--- src/hdl/cfa_pkg.sv ---
// ----------------------------------------------------------------------------
// cfa_pkg
// Shared types and constants of the clock frame allocator: table sizes,
// function and status codes, sweep kinds, controller states and the command
// and status bundles between controller and datapath.
// ----------------------------------------------------------------------------
package cfa_pkg;

	// table geometry
	localparam int FRAMES    = 64;
	localparam int IDX_W     = $clog2(FRAMES);
	localparam int CNT_W     = 7;
	localparam int ITER_W    = CNT_W + 1;
	localparam int PAGE_BITS = 20;
	localparam int FUNC_W    = 3;
	localparam int STAT_W    = 2;

	localparam logic [CNT_W-1:0] CNT_RESET = CNT_W'(64);

	// item function codes
	typedef enum logic [FUNC_W-1:0] {
		FN_ALLOC  = 3'd0,
		FN_TOUCH  = 3'd1,
		FN_LOCK   = 3'd2,
		FN_UNLOCK = 3'd3,
		FN_FREE   = 3'd4
	} func_t;

	// result status codes
	typedef enum logic [STAT_W-1:0] {
		RS_FREE  = 2'd0,
		RS_EVICT = 2'd1,
		RS_NONE  = 2'd2,
		RS_DONE  = 2'd3
	} rstat_t;

	// what the frame under the hand looks like
	typedef enum logic [1:0] {
		SK_PINNED = 2'd0,
		SK_FREE   = 2'd1,
		SK_AGED   = 2'd2,
		SK_VICTIM = 2'd3
	} sweep_kind_t;

	// controller states
	typedef enum logic [2:0] {
		S_IDLE  = 3'd0,
		S_EXEC  = 3'd1,
		S_SCAN  = 3'd2,
		S_SWEEP = 3'd3,
		S_EVICT = 3'd4,
		S_RESP  = 3'd5
	} state_t;

	// controller -> datapath
	typedef struct packed {
		logic load;
		logic op_apply;
		logic alloc_fail;
		logic scan_start;
		logic scan_step;
		logic scan_claim;
		logic sweep_start;
		logic sweep_step;
		logic evict_claim;
		logic out_load;
	} cmd_t;

	// datapath -> controller
	typedef struct packed {
		logic        is_alloc;
		logic        n_zero;
		logic        scan_hit;
		logic        scan_last;
		sweep_kind_t sweep_kind;
		logic        sweep_last;
		logic        out_free;
	} stat_t;

endpackage

--- src/hdl/clock_frame_allocator_unit.sv ---
// Sequence: touch, lock, unlock, free and unknown functions go from decode to
//   the result; alloc over live frames adds scan, sweep and, for a victim, eviction.
// Throughput: one item at a time; the longest alloc is set by the
//   one-frame-per-cycle scan and the sweep of up to twice the frames.
// Reset: arst_n clears flags, hand and output valid; frame count returns to 64.
// ----------------------------------------------------------------------------
// clock_frame_allocator_unit
// Second-chance frame allocator: a frame table with pinned, occupied and
// accessed bits, owner pages and a clock hand, driven by a small sequencer.
// ----------------------------------------------------------------------------
module clock_frame_allocator_unit (
	input  logic                          clk,
	input  logic                          arst_n,
	input  logic                          in_valid,
	output logic                          in_stall,
	input  logic [cfa_pkg::FUNC_W-1:0]    func,
	input  logic [cfa_pkg::IDX_W-1:0]     frame_index,
	input  logic [cfa_pkg::PAGE_BITS-1:0] page_id,
	output logic                          out_valid,
	input  logic                          out_stall,
	output logic [cfa_pkg::STAT_W-1:0]    status,
	output logic [cfa_pkg::IDX_W-1:0]     frame_index_out,
	output logic [cfa_pkg::PAGE_BITS-1:0] victim_page,
	input  logic                          cfg_valid,
	output logic                          cfg_ready,
	input  logic [cfa_pkg::CNT_W-1:0]     frame_count
);

	cfa_pkg::cmd_t  cmd;
	cfa_pkg::stat_t stat;

	// frame count writes always land
	assign cfg_ready = 1'b1;

	cfa_ctrl u_ctrl (
		.clk      (clk),
		.arst_n   (arst_n),
		.in_valid (in_valid),
		.stat     (stat),
		.cmd      (cmd),
		.in_stall (in_stall)
	);

	cfa_dpath u_dpath (
		.clk             (clk),
		.arst_n          (arst_n),
		.cmd             (cmd),
		.stat            (stat),
		.cfg_valid       (cfg_valid),
		.frame_count     (frame_count),
		.func            (func),
		.frame_index     (frame_index),
		.page_id         (page_id),
		.out_valid       (out_valid),
		.out_stall       (out_stall),
		.status          (status),
		.frame_index_out (frame_index_out),
		.victim_page     (victim_page)
	);

endmodule

--- src/hdl/cfa_ctrl.sv ---
// ----------------------------------------------------------------------------
// cfa_ctrl
// Sequencer of the frame allocator: walks one item through decode, the
// first-free scan, the clock sweep, eviction and result hand-off.
// ----------------------------------------------------------------------------
module cfa_ctrl (
	input  logic           clk,
	input  logic           arst_n,
	input  logic           in_valid,
	input  cfa_pkg::stat_t stat,
	output cfa_pkg::cmd_t  cmd,
	output logic           in_stall
);

	cfa_pkg::state_t state_q, state_nxt;
	logic            sweep_miss;

	// hand passes over the frame without claiming it
	assign sweep_miss = (stat.sweep_kind == cfa_pkg::SK_PINNED) ||
		(stat.sweep_kind == cfa_pkg::SK_AGED);

	// state register
	always_ff @(posedge clk or negedge arst_n) begin
		if (!arst_n) begin
			state_q <= cfa_pkg::S_IDLE;
		end else begin
			state_q <= state_nxt;
		end
	end

	// next state
	always_comb begin
		state_nxt = state_q;
		unique case (state_q)
			cfa_pkg::S_IDLE: begin
				if (in_valid) state_nxt = cfa_pkg::S_EXEC;
			end
			cfa_pkg::S_EXEC: begin
				if (!stat.is_alloc || stat.n_zero) state_nxt = cfa_pkg::S_RESP;
				else state_nxt = cfa_pkg::S_SCAN;
			end
			cfa_pkg::S_SCAN: begin
				if (stat.scan_hit) state_nxt = cfa_pkg::S_RESP;
				else if (stat.scan_last) state_nxt = cfa_pkg::S_SWEEP;
			end
			cfa_pkg::S_SWEEP: begin
				if (stat.sweep_kind == cfa_pkg::SK_FREE) state_nxt = cfa_pkg::S_RESP;
				else if (stat.sweep_kind == cfa_pkg::SK_VICTIM) state_nxt = cfa_pkg::S_EVICT;
				else if (stat.sweep_last) state_nxt = cfa_pkg::S_RESP;
			end
			cfa_pkg::S_EVICT: begin
				state_nxt = cfa_pkg::S_RESP;
			end
			cfa_pkg::S_RESP: begin
				if (stat.out_free) state_nxt = cfa_pkg::S_IDLE;
			end
			default: begin
				state_nxt = cfa_pkg::S_IDLE;
			end
		endcase
	end

	// commands
	always_comb begin
		cmd      = '0;
		in_stall = 1'b1;
		unique case (state_q)
			cfa_pkg::S_IDLE: begin
				in_stall = 1'b0;
				cmd.load = in_valid;
			end
			cfa_pkg::S_EXEC: begin
				if (!stat.is_alloc) cmd.op_apply = 1'b1;
				else if (stat.n_zero) cmd.alloc_fail = 1'b1;
				else cmd.scan_start = 1'b1;
			end
			cfa_pkg::S_SCAN: begin
				if (stat.scan_hit) cmd.scan_claim = 1'b1;
				else if (stat.scan_last) cmd.sweep_start = 1'b1;
				else cmd.scan_step = 1'b1;
			end
			cfa_pkg::S_SWEEP: begin
				cmd.sweep_step = 1'b1;
				cmd.alloc_fail = sweep_miss && stat.sweep_last;
			end
			cfa_pkg::S_EVICT: begin
				cmd.evict_claim = 1'b1;
			end
			cfa_pkg::S_RESP: begin
				cmd.out_load = stat.out_free;
			end
			default: begin
				cmd = '0;
			end
		endcase
	end

endmodule

--- src/hdl/cfa_dpath.sv ---
// ----------------------------------------------------------------------------
// cfa_dpath
// Frame table, clock hand, scan counters, owner page memory, pending result
// and the output register of the frame allocator.
// ----------------------------------------------------------------------------
module cfa_dpath (
	input  logic                          clk,
	input  logic                          arst_n,
	input  cfa_pkg::cmd_t                 cmd,
	output cfa_pkg::stat_t                stat,
	input  logic                          cfg_valid,
	input  logic [cfa_pkg::CNT_W-1:0]     frame_count,
	input  logic [cfa_pkg::FUNC_W-1:0]    func,
	input  logic [cfa_pkg::IDX_W-1:0]     frame_index,
	input  logic [cfa_pkg::PAGE_BITS-1:0] page_id,
	output logic                          out_valid,
	input  logic                          out_stall,
	output logic [cfa_pkg::STAT_W-1:0]    status,
	output logic [cfa_pkg::IDX_W-1:0]     frame_index_out,
	output logic [cfa_pkg::PAGE_BITS-1:0] victim_page
);

	// item and configuration registers
	cfa_pkg::func_t                func_q;
	logic [cfa_pkg::IDX_W-1:0]     idx_q;
	logic [cfa_pkg::PAGE_BITS-1:0] page_q;
	logic [cfa_pkg::CNT_W-1:0]     count_q;

	// frame table
	logic [cfa_pkg::FRAMES-1:0]    occ_q, pin_q, acc_q;
	logic [cfa_pkg::PAGE_BITS-1:0] own_mem [cfa_pkg::FRAMES];
	logic [cfa_pkg::PAGE_BITS-1:0] own_rd_q;

	// walk state
	logic [cfa_pkg::IDX_W-1:0]  hand_q, ptr_q;
	logic [cfa_pkg::ITER_W-1:0] iter_q;

	// pending result and output register
	cfa_pkg::rstat_t               res_stat_q;
	logic [cfa_pkg::IDX_W-1:0]     res_idx_q;
	logic [cfa_pkg::PAGE_BITS-1:0] res_vic_q;
	logic                          out_valid_q;
	logic [cfa_pkg::STAT_W-1:0]    out_stat_q;
	logic [cfa_pkg::IDX_W-1:0]     out_idx_q;
	logic [cfa_pkg::PAGE_BITS-1:0] out_vic_q;

	logic [cfa_pkg::CNT_W-1:0]  n_live;
	logic [cfa_pkg::CNT_W-1:0]  hand_inc;
	logic [cfa_pkg::IDX_W-1:0]  hand_adv;
	logic [cfa_pkg::ITER_W-1:0] iter_end;
	logic                       idx_ok;
	logic                       sweep_free;
	logic                       claim_en;
	logic [cfa_pkg::IDX_W-1:0]  claim_addr;

	// frames in use, clamped to the table size
	assign n_live = (count_q > cfa_pkg::CNT_W'(cfa_pkg::FRAMES)) ?
		cfa_pkg::CNT_W'(cfa_pkg::FRAMES) : count_q;

	// hand advance with wrap at the live count
	assign hand_inc = {1'b0, hand_q} + cfa_pkg::CNT_W'(1);
	assign hand_adv = (hand_inc >= n_live) ? '0 : hand_inc[cfa_pkg::IDX_W-1:0];

	// sweep bound is twice the live count
	assign iter_end = {n_live, 1'b0} - cfa_pkg::ITER_W'(1);
	assign idx_ok   = ({1'b0, idx_q} < n_live);

	// classify the frame under the hand
	assign stat.sweep_kind = pin_q[hand_q] ? cfa_pkg::SK_PINNED :
		!occ_q[hand_q] ? cfa_pkg::SK_FREE :
		acc_q[hand_q] ? cfa_pkg::SK_AGED : cfa_pkg::SK_VICTIM;

	assign sweep_free = cmd.sweep_step && (stat.sweep_kind == cfa_pkg::SK_FREE);

	// status to the controller
	assign stat.is_alloc   = (func_q == cfa_pkg::FN_ALLOC);
	assign stat.n_zero     = (n_live == '0);
	assign stat.scan_hit   = !occ_q[ptr_q] && !pin_q[ptr_q];
	assign stat.scan_last  = (({1'b0, ptr_q} + cfa_pkg::CNT_W'(1)) == n_live);
	assign stat.sweep_last = (iter_q == iter_end);
	assign stat.out_free   = !out_valid_q || !out_stall;

	// claim port
	assign claim_en   = cmd.scan_claim || sweep_free || cmd.evict_claim;
	assign claim_addr = sweep_free ? hand_q : ptr_q;

	// configuration register
	always_ff @(posedge clk or negedge arst_n) begin
		if (!arst_n) begin
			count_q <= cfa_pkg::CNT_RESET;
		end else if (cfg_valid) begin
			count_q <= frame_count;
		end
	end

	// item capture
	always_ff @(posedge clk) begin
		if (cmd.load) begin
			func_q <= cfa_pkg::func_t'(func);
			idx_q  <= frame_index;
			page_q <= page_id;
		end
	end

	// frame flags
	always_ff @(posedge clk or negedge arst_n) begin
		if (!arst_n) begin
			occ_q <= '0;
			pin_q <= '0;
			acc_q <= '0;
		end else if (claim_en) begin
			occ_q[claim_addr] <= 1'b1;
			pin_q[claim_addr] <= 1'b1;
			acc_q[claim_addr] <= 1'b0;
		end else if (cmd.sweep_step && (stat.sweep_kind == cfa_pkg::SK_AGED)) begin
			acc_q[hand_q] <= 1'b0;
		end else if (cmd.op_apply && idx_ok) begin
			case (func_q)
				cfa_pkg::FN_TOUCH: begin
					acc_q[idx_q] <= 1'b1;
				end
				cfa_pkg::FN_LOCK: begin
					pin_q[idx_q] <= 1'b1;
				end
				cfa_pkg::FN_UNLOCK: begin
					pin_q[idx_q] <= 1'b0;
				end
				cfa_pkg::FN_FREE: begin
					occ_q[idx_q] <= 1'b0;
					pin_q[idx_q] <= 1'b0;
					acc_q[idx_q] <= 1'b0;
				end
				default: begin
				end
			endcase
		end
	end

	// owner page memory, read follows the hand
	always_ff @(posedge clk) begin
		if (claim_en) own_mem[claim_addr] <= page_q;
		own_rd_q <= own_mem[hand_q];
	end

	// scan pointer, clock hand and sweep counter
	always_ff @(posedge clk or negedge arst_n) begin
		if (!arst_n) begin
			hand_q <= '0;
			ptr_q  <= '0;
			iter_q <= '0;
		end else begin
			if (cmd.scan_start) ptr_q <= '0;
			else if (cmd.scan_step) ptr_q <= ptr_q + cfa_pkg::IDX_W'(1);
			else if (cmd.sweep_step) ptr_q <= hand_q;

			if (cmd.sweep_start) begin
				if ({1'b0, hand_q} >= n_live) hand_q <= '0;
				iter_q <= '0;
			end else if (cmd.sweep_step) begin
				hand_q <= hand_adv;
				iter_q <= iter_q + cfa_pkg::ITER_W'(1);
			end
		end
	end

	// pending result
	always_ff @(posedge clk) begin
		if (cmd.op_apply) begin
			res_stat_q <= cfa_pkg::RS_DONE;
			res_idx_q  <= idx_q;
			res_vic_q  <= '0;
		end else if (cmd.alloc_fail) begin
			res_stat_q <= cfa_pkg::RS_NONE;
			res_idx_q  <= '0;
			res_vic_q  <= '0;
		end else if (cmd.scan_claim || sweep_free) begin
			res_stat_q <= cfa_pkg::RS_FREE;
			res_idx_q  <= claim_addr;
			res_vic_q  <= '0;
		end else if (cmd.evict_claim) begin
			res_stat_q <= cfa_pkg::RS_EVICT;
			res_idx_q  <= ptr_q;
			res_vic_q  <= own_rd_q;
		end
	end

	// output register
	always_ff @(posedge clk or negedge arst_n) begin
		if (!arst_n) begin
			out_valid_q <= 1'b0;
		end else if (cmd.out_load) begin
			out_valid_q <= 1'b1;
		end else if (!out_stall) begin
			out_valid_q <= 1'b0;
		end
	end

	always_ff @(posedge clk) begin
		if (cmd.out_load) begin
			out_stat_q <= res_stat_q;
			out_idx_q  <= res_idx_q;
			out_vic_q  <= res_vic_q;
		end
	end

	assign out_valid       = out_valid_q;
	assign status          = out_stat_q;
	assign frame_index_out = out_idx_q;
	assign victim_page     = out_vic_q;

`ifndef SYNTH
	// the hand never claims a pinned frame
	a_no_pinned_claim: assert property (@(posedge clk) disable iff (!arst_n)
		cmd.sweep_step && (stat.sweep_kind == cfa_pkg::SK_FREE) |-> !pin_q[hand_q])
		else $error("sweep claimed a pinned frame");

	// a claimed frame ends up occupied and pinned
	a_claim_sets: assert property (@(posedge clk) disable iff (!arst_n)
		claim_en |=> occ_q[$past(claim_addr)] && pin_q[$past(claim_addr)])
		else $error("claimed frame not occupied and pinned");

	// during a sweep the hand stays inside the live frames
	a_hand_range: assert property (@(posedge clk) disable iff (!arst_n)
		cmd.sweep_step |-> ({1'b0, hand_q} < n_live))
		else $error("clock hand outside live frames");

	// a new beat is never loaded over one still held by a stall
	a_no_overwrite: assert property (@(posedge clk) disable iff (!arst_n)
		cmd.out_load |-> (!out_valid_q || !out_stall))
		else $error("output beat overwritten");
`endif

endmodule

--- config.mk ---
export PLATFORM = sky130hd
export DESIGN_NAME = clock_frame_allocator_unit
export DESIGN_NICKNAME = d
export VERILOG_FILES = /design/src/hdl/cfa_pkg.sv /design/src/hdl/clock_frame_allocator_unit.sv /design/src/hdl/cfa_ctrl.sv /design/src/hdl/cfa_dpath.sv
export SDC_FILE = /design/constraint.sdc
export NUM_CORES = 2
export LEC_CHECK = 0
export BUFFER_PORTS_ARGS = -buffer_cell sky130_fd_sc_hd__buf_2
export CAP_MARGIN = 0
export CELL_PAD_IN_SITES_DETAIL_PLACEMENT = 0
export CELL_PAD_IN_SITES_GLOBAL_PLACEMENT = 1
export CORE_UTILIZATION = 52
export CTS_BUF_LIST = sky130_fd_sc_hd__clkbuf_8
export CTS_CLUSTER_SIZE = 20
export DETAILED_ROUTE_END_ITERATION = 10
export GPL_TIMING_DRIVEN = 1
export PLACE_DENSITY = 0.85
export SLEW_MARGIN = 20
export SYNTH_ARGS = -nofsm -noshare
export SYNTH_HDL_FRONTEND = slang
export SYNTH_HIERARCHICAL = 1
export SYNTH_SLANG_ARGS = --single-unit
--- constraint.sdc ---
create_clock -name clk -period 7 [get_ports clk]
set_input_delay 1.4 -clock clk [delete_from_list [all_inputs] [get_ports clk]]
set_output_delay 1.4 -clock clk [all_outputs]
set_load 0.01 [all_outputs]
==> flow_summary.ini <==
[critical_path]
path_cells = buf_4 -> a21oi_1 -> mux4_2 -> mux4_2 -> a21oi_1 -> and3_1 -> nor2_1 -> buf_4 -> nor2_1 -> nand2_1 -> mux2i_4
critPathCaptureType = flop
worst_r2r_path_depth = 11
crit-reg2reg-capture = u_dpath/own_mem[3][11]
reg2reg_from = u_dpath/ptr_q[1]
path_max_fanout = 37
startpoint = u_dpath/ptr_q[1]
slowest_stage = nor2_1
cp-start-kind = flop
arrival_ns = 6.72
slowest_delay_ns = 1.00
crit_type = flop to flop
reg2reg_slack_ns = 0.82
crit_required_ns = 7.54

[die]
rows = 129
pin_count = 72
start_util_pct = 52.4
die-area_um2 = 126000
die_x_um = 355
die_y_um = 355
design.core.area_um2 = 124000

[grt]
grt_pass1_vias = 42400
antenna_found_initial = 12
track_usage_pct = 33.8
grt_pass1_wl_mm = 304
grt_start_max_net_pins = 121
grt-ovfl-total = 0

[sta]
relSlewSlack_pct = 13.8
finalSetupViolCount = 0
timing.final.hold_violations = 0
fin_crit_sh_pct = 88.2
drv_slew = 0
skew_ns = 0.0851
tightest_slew_ns = 1.28
min_period_ns = 6.18
rsz0062_at_grt = false
fin_setup_tns_ns = 0
fin_ws_ns = 0.825
fmax_ghz = 0.162

[hold_path]
min_path_cells = 0
min_path_type = flop to flop
hold_end = u_dpath/frame_index_out[3]
min_from = u_dpath/res_idx_q[3]

[run_status]
status = completed

[synthesis]
ys.flop_type = edfxtp_1
syn_inst = 4396
synth_cell_types = 93
syn_avg_cell_area_um2 = 14.7
synth_edf_count = 1343
syn_area_um2 = 64800
ys_ff_latch = 1608
seq_area_frac_synth_pct = 72.1
async_flop_share_pct = 13.9
yosysWarnings = 6
syn-num-nets = 4460

[layout]
postLayoutCellArea_um2 = 72700
area_delta_synth_final_pct = 12.1
drive_above_1_share_pct = 15.4
fillers = 9350
utilization_pct = 58.8
fin_nets = 4648

[pwr]
switching_share_pct = 32.3
intPower_mw = 16.6
ir_drop_mv = 0.429
p_sw_mw = 7.93
leakagePower_nw = 24.2
power.density_nw_per_um2 = 338
power_frac_seq_pct = 47.3
clock_power_share_pct = 30.7
finalPower_mw = 24.6
combPwrFrac_pct = 22.1

[cts]
htreeDepth = 5
clock_path_buffers = 4
clock_sinks = 1608
cts_tree = built
post_cts_resized = 0
clkLatencyLatePin_ns = 1.01
cts.reportedPaths.clkPinSlew_ns = 0.06
cts_setup_buffers = 0
hold_buffers = 0
root_buffer = clkbuf_8
cts-buffers-inserted = 276

[routing]
drc = 0
drtAntennaViolNets = 0
wl_mm = 216
dr.pass1.iters = 7
viasPerCell = 6.97
wire_per_inst_um = 33.7
num_vias = 44700
drt_iter0_drc = 7345

[place]
pre_cts_ws_ns = 1.19
port-buffer-count = 70
gp_congestion = 1.08
place_area_um2 = 67900
post-dp-hpwl_mm = 127

[flow_run]
drv_cap = 0
## cells in the final DEF, fill, tap and decap left out, drive strengths merged, types with 21 or more instances in the layout
cell    netlist  routed
nand2b       45      45
mux2i       121     121
buf         100     243
o32a         33      33
dfrtp       222     222
a41oi        22      22
clkbuf      234     297
o22ai        27      27
o32ai        31      31
a31oi       129     129
nand3        69      69
a221oi      121     121
edfxtp     1343    1343
o22a         29      29
ha           23      23
clkinv        0      70
nor2        249     249
o21ai       176     176
inv          38     123
nand4        34      34
dfxtp        42      42
nor3         90      90
a21oi       127     127
a22o        121     121
a22oi       429     429
a21o         21      21
a211oi       22      22
nor4         38      38
nand2       189     189
## state kept, by name (all words and copies together), names as in the netlist, named ones only
| register | cells |
|---|---|
| u_ctrl/state_q | 3 |
| u_dpath/count_q | 7 |
| u_dpath/frame_index_out | 6 |
| u_dpath/func_q | 3 |
| u_dpath/hand_q | 6 |
| u_dpath/idx_q | 6 |
| u_dpath/iter_q | 8 |
| u_dpath/occ_q | 64 |
| u_dpath/out_valid | 1 |
| u_dpath/own_mem | 1280 |
| u_dpath/own_rd_q | 20 |
| u_dpath/page_q | 20 |
| u_dpath/ptr_q | 6 |
| u_dpath/res_idx_q | 6 |
| u_dpath/res_stat_q | 2 |
| u_dpath/res_vic_q | 20 |
| u_dpath/status | 2 |
| u_dpath/victim_page | 20 |
## metrics by stage
stage / hold WS, ns / instances
floorplan: 0.400 / 4396
global placement: 0.401 / 5940
detailed placement: 0.406 / 5941
CTS: 0.419 / 6400
global route: 0.428 / 6404
finish: 0.418 / 6406
## how the worst max path moves through the flow
stage / end / slack [ns] / cells after the start
CTS: u_dpath/own_mem[3][11] / 1.17 / 11
detailed placement: flop / 1.19 / 13
floorplan: u_dpath/own_mem[51][0] / 2.00 / 10
global route: flop / 0.83 / 13
finish: u_dpath/own_mem[3][11] / 0.82 / 11
global placement: flop / 1.31 / 13
## kinds of logic after synthesis
group / count (synthesis) / share of synthesized area (%)
flip-flops: 1608 / 72.1
AO/OA/AOI/OAI: 1386 / 15.6
AND/OR/NAND/NOR: 822 / 6.14
buffers and inverters: 372 / 2.44
multiplexers: 159 / 2.88
XOR/XNOR: 25 / 0.338
adder cells (fa/ha/maj): 23 / 0.444
other: 1 / 0.00579
## area by class of cell
class | instances | area, µm² | share of cell area, %
Timing Repair Buffer | 244 | 1920 | 2.64
Tap cell | 1637 | 2050 | 2.82
Multi-Input combinational cell | 2416 | 17100 | 23.5
Clock inverter | 163 | 673 | 0.926
Antenna cell | 4 | 10.0 | 0.0138
Inverter | 38 | 143 | 0.196
Clock buffer | 296 | 4070 | 5.60
Sequential cell | 1608 | 46800 | 64.3
## synthesized netlist by cell type, types with 9 or more instances
library cell,instances,share of area (%)
edfxtp_1,1343,62
a22oi_1,429,5.0
nor2_1,248,1.4
clkbuf_1,234,1.4
dfrtp_1,222,8.6
nand2_1,189,1.1
o21ai_0,172,1.3
a21oi_1,125,0.97
a31oi_1,122,1.2
a221oi_1,121,1.6
a22o_1,121,1.6
mux2i_1,120,1.9
nor3_1,89,0.69
nand3_1,69,0.53
buf_1,45,0.26
nand2b_1,45,0.43
dfxtp_1,42,1.3
nor4_1,37,0.36
nand4_1,33,0.32
o32a_1,33,0.51
buf_2,31,0.24
inv_1,30,0.17
o32ai_1,30,0.41
o22a_1,29,0.39
o22ai_1,27,0.26
ha_1,23,0.44
a41oi_1,22,0.30
a21o_1,21,0.24
a211oi_1,20,0.23
mux4_2,19,0.66
o221ai_1,17,0.23
mux2_2,16,0.28
buf_6,15,0.26
xor2_1,15,0.20
nor3b_1,14,0.16
o211ai_1,14,0.16
and3_1,13,0.13
nor2b_1,13,0.13
a211o_1,12,0.16
and2_1,12,0.12
or3_1,11,0.11
xnor2_1,10,0.14
buf_4,9,0.10
## worst max-delay path, delay by kind of cell (launching register included)
family / cells / cell delay [ns]
flip-flops: 1 / 0.92
multiplexers: 3 / 1.90
buffers and inverters: 2 / 0.67
AO/OA/AOI/OAI: 2 / 0.65
AND/OR/NAND/NOR: 4 / 1.58
## layer usage
layer	up-vias	wire [µm]	global-route usage (%)
met2	3637	93300	48.5
met4	8	14000	20.7
met5	-	86	0.264
li1	18100	-	-
met3	756	30300	11.0
met1	22100	77900	44.8
## power by group through the flow
stage	registers (mW)	logic (mW)	clock network, mW
final	11.6	5.42	7.53
after floorplan	11.7	2.91	0
after CTS	11.6	5.21	7.60
after global routing	11.6	5.59	8.02
after detailed placement	11.8	5.19	0
after global placement	11.8	5.12	0
Note: power is estimated with default switching activity, not from simulation.
